$ cat config.mk
export PLATFORM = sky130hd
export DESIGN_NAME = priority_message_queue
export DESIGN_NICKNAME = d
export VERILOG_FILES = /design/src/design/pmq_pkg.sv /design/src/design/pmq_front.sv /design/src/design/pmq_back.sv /design/src/design/priority_message_queue.sv
export SDC_FILE = /design/constraint.sdc
export NUM_CORES = 2
export LEC_CHECK = 0
export BUFFER_PORTS_ARGS = -buffer_cell sky130_fd_sc_hd__buf_4
export CORE_MARGIN = 4
export CORE_UTILIZATION = 50
export DETAILED_ROUTE_END_ITERATION = 10
export PLACE_DENSITY = 0.69
export SYNTH_ARGS = -nofsm -noshare
export SYNTH_HDL_FRONTEND = slang
export SYNTH_HIERARCHICAL = 1
export SYNTH_SLANG_ARGS = --single-unit
$ cat constraint.sdc
create_clock -name clk -period 7.3 [get_ports clk]
set_clock_uncertainty 0.1 [all_clocks]
set_input_delay 1.095 -clock clk [delete_from_list [all_inputs] [get_ports clk]]
set_output_delay 1.095 -clock clk [all_outputs]
set_load 0.01 [all_outputs]
$ cat src/design/pmq_pkg.sv
// ----------------------------------------------------------------------------
// pmq_pkg
// Shared types and constants for the priority message queue.
// ----------------------------------------------------------------------------
package pmq_pkg;
  localparam int SLOTS = 32;
  localparam int SLOT_W = $clog2(SLOTS);
  localparam int CNT_W = 6;
  localparam int PAYLOAD_BYTES = 8;

  localparam logic [1:0] ST_OK    = 2'd0;
  localparam logic [1:0] ST_EMPTY = 2'd1;
  localparam logic [1:0] ST_SIZE  = 2'd2;
  localparam logic [1:0] ST_FULL  = 2'd3;

  localparam logic OP_SEND = 1'b0;
  localparam logic OP_RECV = 1'b1;

  localparam logic CFG_MAX_MESSAGES = 1'b0;
  localparam logic CFG_MAX_MSG_BYTES = 1'b1;

  typedef struct packed {
    logic        op;
    logic [7:0]  prio;
    logic [3:0]  size;
    logic [63:0] data;
    logic [3:0]  cap;
  } cmd_t;

  typedef struct packed {
    logic [1:0]       status;
    logic [7:0]       prio;
    logic [3:0]       size;
    logic [63:0]      data;
    logic [CNT_W-1:0] count;
    logic             not_empty;
  } rsp_t;

  function automatic logic [63:0] byte_mask(input logic [3:0] n);
    logic [63:0] m;
    m = '0;
    for (int i = 0; i < 8; i++) begin
      if (i < n) m[i*8 +: 8] = 8'hFF;
    end
    return m;
  endfunction
endpackage

$ cat src/design/pmq_front.sv
// ----------------------------------------------------------------------------
// pmq_front
// Accepts transactions and holds them in a two-entry queue.
// ----------------------------------------------------------------------------
module pmq_front import pmq_pkg::*; (
  input  logic        clk,
  input  logic        rst_n,
  input  logic        in_valid,
  output logic        in_stall,
  input  cmd_t        in_cmd,
  output logic        q_valid,
  output cmd_t        q_cmd,
  input  logic        q_take
);
  cmd_t ent_r [2];
  logic [1:0] cnt_r;
  logic       rd_r, wr_r;
  logic push;

  assign in_stall = (cnt_r == 2'd2);
  assign push = in_valid && !in_stall;
  assign q_valid = (cnt_r != 2'd0);
  assign q_cmd = ent_r[rd_r];

  always_ff @(posedge clk) begin
    if (push) ent_r[wr_r] <= in_cmd;
    if (!rst_n) begin
      cnt_r <= '0;
      rd_r <= 1'b0;
      wr_r <= 1'b0;
    end else begin
      if (push) wr_r <= ~wr_r;
      if (q_take) rd_r <= ~rd_r;
      cnt_r <= cnt_r + {1'b0, push} - {1'b0, q_take};
    end
  end
endmodule

$ cat src/design/pmq_back.sv
// ----------------------------------------------------------------------------
// pmq_back
// Executes send and receive: free-slot scan, list walk, slot store.
// ----------------------------------------------------------------------------
module pmq_back import pmq_pkg::*; (
  input  logic             clk,
  input  logic             rst_n,
  input  logic             cfg_we,
  input  logic             cfg_sel,
  input  logic [5:0]       cfg_data,
  input  logic             q_valid,
  input  cmd_t             q_cmd,
  output logic             q_take,
  output logic             out_valid,
  input  logic             out_stall,
  output rsp_t             out_rsp
);
  localparam logic [2:0] S_IDLE = 3'd0, S_SCAN = 3'd1, S_WALK = 3'd2,
                         S_LINK = 3'd3, S_RECV = 3'd4, S_DONE = 3'd5;

  logic [5:0] max_msg_r;
  logic [3:0] max_bytes_r;
  logic [SLOTS-1:0] free_r;
  logic [SLOTS-1:0] tail_r;
  logic [SLOT_W-1:0] link_mem [SLOTS];
  logic [7:0]  prio_mem [SLOTS];
  logic [3:0]  size_mem [SLOTS];
  logic [63:0] data_mem [SLOTS];
  logic [SLOT_W-1:0] head_r;
  logic [CNT_W-1:0]  qcnt_r;
  logic [2:0] st_r;
  cmd_t cmd_r;
  logic [CNT_W-1:0] idx_r, steps_r;
  logic [SLOT_W-1:0] slot_r, cur_r, prev_r;
  logic have_prev_r;
  logic ovalid_r;
  rsp_t rsp_r;

  logic [CNT_W-1:0] lim;
  logic [3:0] slim;
  assign lim = (max_msg_r < CNT_W'(SLOTS)) ? max_msg_r : CNT_W'(SLOTS);
  assign slim = (max_bytes_r < 4'(PAYLOAD_BYTES)) ? max_bytes_r : 4'(PAYLOAD_BYTES);

  assign q_take = (st_r == S_IDLE) && q_valid && !ovalid_r;
  assign out_valid = ovalid_r;
  assign out_rsp = rsp_r;

  always_ff @(posedge clk) begin
    if (!rst_n) begin
      max_msg_r <= 6'd32;
      max_bytes_r <= 4'd8;
      free_r <= '1;
      head_r <= '0;
      qcnt_r <= '0;
      st_r <= S_IDLE;
      ovalid_r <= 1'b0;
    end else begin
      if (cfg_we) begin
        if (cfg_sel == CFG_MAX_MESSAGES) max_msg_r <= cfg_data;
        else max_bytes_r <= cfg_data[3:0];
      end
      if (ovalid_r && !out_stall) ovalid_r <= 1'b0;
      case (st_r)
        S_IDLE: if (q_take) begin
          cmd_r <= q_cmd;
          idx_r <= '0;
          steps_r <= '0;
          cur_r <= head_r;
          have_prev_r <= 1'b0;
          if (q_cmd.op == OP_RECV) begin
            st_r <= (qcnt_r == '0) ? S_DONE : S_RECV;
            rsp_r <= '{status: ST_EMPTY, default: '0};
          end else if (q_cmd.size > slim) begin
            rsp_r <= '{status: ST_SIZE, default: '0};
            st_r <= S_DONE;
          end else if (qcnt_r >= lim) begin
            rsp_r <= '{status: ST_FULL, default: '0};
            st_r <= S_DONE;
          end else begin
            rsp_r <= '0;
            st_r <= S_SCAN;
          end
        end
        S_SCAN: begin
          if (idx_r >= lim) begin
            rsp_r.status <= ST_FULL;
            st_r <= S_DONE;
          end else if (free_r[idx_r[SLOT_W-1:0]]) begin
            slot_r <= idx_r[SLOT_W-1:0];
            st_r <= S_WALK;
          end else begin
            idx_r <= idx_r + CNT_W'(1);
          end
        end
        S_WALK: begin
          if (steps_r >= qcnt_r || cmd_r.prio > prio_mem[cur_r]) begin
            st_r <= S_LINK;
          end else begin
            prev_r <= cur_r;
            have_prev_r <= 1'b1;
            steps_r <= steps_r + CNT_W'(1);
            if (!tail_r[cur_r]) st_r <= S_LINK;
            else cur_r <= link_mem[cur_r];
          end
        end
        S_LINK: begin
          free_r[slot_r] <= 1'b0;
          prio_mem[slot_r] <= cmd_r.prio;
          size_mem[slot_r] <= cmd_r.size;
          data_mem[slot_r] <= cmd_r.data & byte_mask(cmd_r.size);
          if (have_prev_r) begin
            tail_r[slot_r] <= tail_r[prev_r];
            link_mem[slot_r] <= link_mem[prev_r];
            tail_r[prev_r] <= 1'b1;
            link_mem[prev_r] <= slot_r;
          end else begin
            tail_r[slot_r] <= (qcnt_r != '0);
            link_mem[slot_r] <= head_r;
            head_r <= slot_r;
          end
          qcnt_r <= qcnt_r + CNT_W'(1);
          rsp_r.status <= ST_OK;
          rsp_r.count <= qcnt_r + CNT_W'(1);
          rsp_r.not_empty <= 1'b1;
          ovalid_r <= 1'b1;
          st_r <= S_IDLE;
        end
        S_RECV: begin
          if (cmd_r.cap < size_mem[head_r]) begin
            rsp_r.status <= ST_SIZE;
            st_r <= S_DONE;
          end else begin
            rsp_r.status <= ST_OK;
            rsp_r.prio <= prio_mem[head_r];
            rsp_r.size <= size_mem[head_r];
            rsp_r.data <= data_mem[head_r] & byte_mask(size_mem[head_r]);
            rsp_r.count <= qcnt_r - CNT_W'(1);
            rsp_r.not_empty <= (qcnt_r != CNT_W'(1));
            head_r <= tail_r[head_r] ? link_mem[head_r] : '0;
            tail_r[head_r] <= 1'b0;
            free_r[head_r] <= 1'b1;
            qcnt_r <= qcnt_r - CNT_W'(1);
            ovalid_r <= 1'b1;
            st_r <= S_IDLE;
          end
        end
        S_DONE: begin
          rsp_r.count <= qcnt_r;
          rsp_r.not_empty <= (qcnt_r != '0);
          ovalid_r <= 1'b1;
          st_r <= S_IDLE;
        end
        default: st_r <= S_IDLE;
      endcase
    end
  end
endmodule

$ cat src/design/priority_message_queue.sv
// ----------------------------------------------------------------------------
// priority_message_queue
// Fixed-pool priority message queue with send and receive transactions.
// ----------------------------------------------------------------------------
// channel  dir  handshake        payload
// in_      in   valid / stall    op, priority_req, msg_size, payload, receive_capacity
// out_     out  valid / stall    status, priority, size, payload, message_count, not_empty
// cfg_     in   valid / ready    index, data
// A send runs the free-slot scan and the list walk, one slot per cycle each;
// a receive reads the message at the head of the list.
// Synchronous active-low reset; all slots free, queue empty.
// The input queue holds two transactions while the result waits on out_stall.
module priority_message_queue import pmq_pkg::*; (
  input  logic        clk,
  input  logic        rst_n,
  input  logic        in_valid,
  output logic        in_stall,
  input  logic        in_op,
  input  logic [7:0]  in_priority_req,
  input  logic [3:0]  in_msg_size,
  input  logic [63:0] in_payload,
  input  logic [3:0]  in_receive_capacity,
  output logic        out_valid,
  input  logic        out_stall,
  output logic [1:0]  out_status,
  output logic [7:0]  out_priority,
  output logic [3:0]  out_size,
  output logic [63:0] out_payload,
  output logic [5:0]  out_message_count,
  output logic        out_not_empty,
  input  logic        cfg_valid,
  output logic        cfg_ready,
  input  logic        cfg_index,
  input  logic [5:0]  cfg_data
);
  cmd_t in_cmd, q_cmd;
  rsp_t rsp;
  logic q_valid, q_take;

  assign in_cmd = '{op: in_op, prio: in_priority_req, size: in_msg_size,
                    data: in_payload, cap: in_receive_capacity};
  assign cfg_ready = 1'b1;

  pmq_front u_front (.clk, .rst_n, .in_valid, .in_stall, .in_cmd,
                     .q_valid, .q_cmd, .q_take);

  pmq_back u_back (.clk, .rst_n, .cfg_we(cfg_valid), .cfg_sel(cfg_index),
                   .cfg_data, .q_valid, .q_cmd, .q_take, .out_valid,
                   .out_stall, .out_rsp(rsp));

  assign out_status = rsp.status;
  assign out_priority = rsp.prio;
  assign out_size = rsp.size;
  assign out_payload = rsp.data;
  assign out_message_count = rsp.count;
  assign out_not_empty = rsp.not_empty;
endmodule

==> summary.md <==
| Metric | Value |
|---|---|
| Hpwl dp | 178000 um |
| Port Buffers | 179 |
| Syn Nets | 6302 |
| Top cells by instance count after synthesis | edfxtp_1, mux4_2, nand2_1 |
| Static Leakage | 43.7 nW |
| Nets | 6598 |
| Top-count cell post-synth | edfxtp_1 |
| Period Utilization, post-route | 76.0% |
| Die Span Y | 509 um |
| Area after DPL | 131000 um2 |
| DRC | 0 |
| Core area | 249000 um2 |
| Sum of negative setup slack | 0 ps |
| Final Cell Area | 141000 um2 |
| Final WL | 327000 um |
| Clock Latency Late Sink | 950 ps |
| Filler instances | 18034 |
| Hold crit path type | in -> reg |
| Final setup violation count | 0 |
| Hold Path Depth | 1 |
| Max_slew headroom | 2.37% |
| Outcome | finished clean |
| First-pass GRT wire length | 470000 um |
| Grt ovf | 0 |
| Reg2Reg Setup Slack | 1760 ps |
| Reg clk slew, reported paths | 60 ps |
| Post-cts sizing count | 0 |
| RSZ-0062 raised after global routing | no |
| Distinct cells, synth | 74 |
| Fmax | 180 MHz |
| Root Buffer | clkbuf_16 |
| Met3 usage | 4.74% |
| Final slew viol count | 0 |
| Num CTS Buffers | 322 |
| Row count | 183 |
| CTS tree | built |
| Drt pass-1 iters | 8 |
| Vias | 65445 |
| Slew @ Worst Pin | 1460 ps |
| Critical Path RT | 8010 ps |
| Finished Layout Cells | 10031 |
| I/O pin cnt | 181 |
| Area delta synth->final | 12.6% |
| Number of hold buffers added after cts | 0 |
| Crit-path max FO | 39 |
| Busiest grt layer | met2 |
| Avg Cell Area, Syn | 20.4 um2 |
| #FFs+latches synth | 3056 |
| Worst setup EP type | flip-flop |
| Initial antenna violation count | 7 |
| Synth area leaders | edfxtp_1, mux4_2, dfxtp_1 |
| Arrival @ worst endpoint | 6250 ps |
| Min-delay src | in_payload[63] |
| GPL Wtd Cong | 0.929 |
| Pin count of the biggest net entering global routing | 125 |
| Mapped cell area | 126000 um2 |
| Vias in the first global route | 65330 |
| CTS H-tree depth | 5 |
| Top cell type by total area after synthesis | edfxtp_1 |
| Post-Synthesis Cells | 6169 |
| Via density | 6.52 |
| Peak supply drop | 0.000263 V |
| Met1 usage in global routing | 35.3% |
| Final Hold Fails | 0 |
| Max_cap viols | 0 |
| Drt wl/cell | 32.6 um |
| Initial Utilization | 50.4% |
| Clk sinks | 3056 |
| Area share of the largest cell type after synthesis | 71.3% |
| Top_reg_cell synth | edfxtp_1 |
| Final WS setup | 1760 ps |
| CP startpoint kind | flip-flop |
| R2R cell count | 12 |
| Post-synth EDFFs | 2979 |
| Critical path class | reg -> reg |
| Antenna viol nets, final | 0 |
| Pwr dens | 345 nW/um2 |
| Die width | 509 um |
| CTS Buffer Depth | 4 |
| Worst Hold Path EP | u_front/ent_r[0][67] |
| Sequential share of the synthesized area | 72.5% |
| Setup bufs post-CTS | 0 |
| Detailed Route Iter0 Violations | 8665 |
| Dpl cells | 9471 |
| FFs w/ async S/R, synth | 0% |
| Synthesis Warnings | 6 |
| GR met2 Demand/Resource | 40.0% |
| Share of cells above drive strength 1 | 29.4% |
| Tmin final | 5540 ps |
| Die ar. | 259000 um2 |
| Total track usage | 25.2% |
| Worst slack, placed | 1760 ps |
## critical path: stages, from the launching register on
cell	delay (ps)
dfxtp_4	710
buf_12	370
mux4_2	550
mux4_2	510
mux2i_1	180
ha_1	290
a21o_1	190
nand3_1	80
a21oi_1	80
nor3_1	860
and3_1	580
a21o_1	430
mux2_2	390
## flip-flops by register name, indices dropped and copies added, names as in the netlist, 32 cells and up, named ones only
register,count
u_back/link_mem,160
u_back/size_mem,128
u_back/tail_r,32
u_back/prio_mem,256
u_back/out_rsp,85
u_front/ent_r,162
u_back/free_r,32
u_back/data_mem,2048
u_back/cmd_r,80
## metal layers
metal	wire length, um	part of all wire, %
met1	126000	39
met4	12800	3.9
met3	30500	9.3
met5	0	0
met2	158000	48
## how the worst max path moves through the flow
stage,start,to,slack (ps),depth (start not counted)
floorplan,flip-flop,u_back/out_rsp[10],330,10
finish,flip-flop,flip-flop,1760,12
detailed placement,flip-flop,flip-flop,1760,12
global route,flip-flop,flip-flop,1460,12
global placement,flip-flop,flip-flop,1760,12
CTS,flip-flop,flip-flop,1730,12
## layout make-up
class                           count  area [um2]  share of cell area [%]
Antenna cell                        3        7.51                 0.00531
Clock buffer                      390        8440                    5.97
Clock inverter                    167        1480                    1.05
Inverter                           25         109                  0.0770
Multi-Input combinational cell   2697       33000                    23.3
Sequential cell                  3056       91000                    64.4
Tap cell                         3330        4170                    2.95
Timing Repair Buffer              363        3130                    2.21
## metrics by stage
| stage | hold WS (ps) | power, mW | utilization, % |
|---|---|---|---|
| final | 225 | 48.7 | 56.7 |
| after global routing | 184 | 50.5 | 56.7 |
| after CTS | 161 | 49.0 | 56.7 |
| after detailed placement | 367 | 33.5 | 52.7 |
| after global placement | 361 | 33.3 | 52.7 |
| after floorplan | 324 | 29.8 | - |
## cell usage in the layout, fill, tap and decap left out, types with 15 or more instances in the layout
cell        count
mux4_2        965
inv_1          21
o21ai_0       264
a21oi_1        73
o22ai_1        45
and2_1         40
edfxtp_1     2979
clkinvlp_4     15
a31oi_1        46
a221oi_1       16
bufinv_16      26
buf_12         32
nor2b_1        56
mux2i_1       114
nand2_1       384
nor2_1        149
nor2_4         36
a22oi_1        66
a21oi_2        31
nand2b_1       17
nor3_1         31
ha_1           40
clkbuf_16     327
clkinv_2       50
nand3_1        37
mux2_4         80
clkbuf_1       61
dfxtp_1        68
buf_4         331
o211ai_1       38
clkinv_1       66
mux2_2         17
## cells by family (layout without fill, tap and decap cells)
logic type	after synthesis	in the layout	synth area share, %
AOI/OAI and AO/OA	640	640	3.15
xor gates and xnor gates	19	19	0.133
adders and majority gates	40	40	0.399
buffers and inverters	416	945	1.54
DFF	3056	3056	72.5
muxes	1179	1179	19.4
other	1	4	0.00299
and+or+nand+nor	818	818	2.92
## power by group
part           total (mW)  internal (mW)  switching (mW)
clock                15.6           9.11            6.52
sequential           21.7           20.8           0.801
combinational        11.5           5.05            6.41
total                48.7           35.0            13.7
No activity file was read; power rests on OpenSTA's default activity.
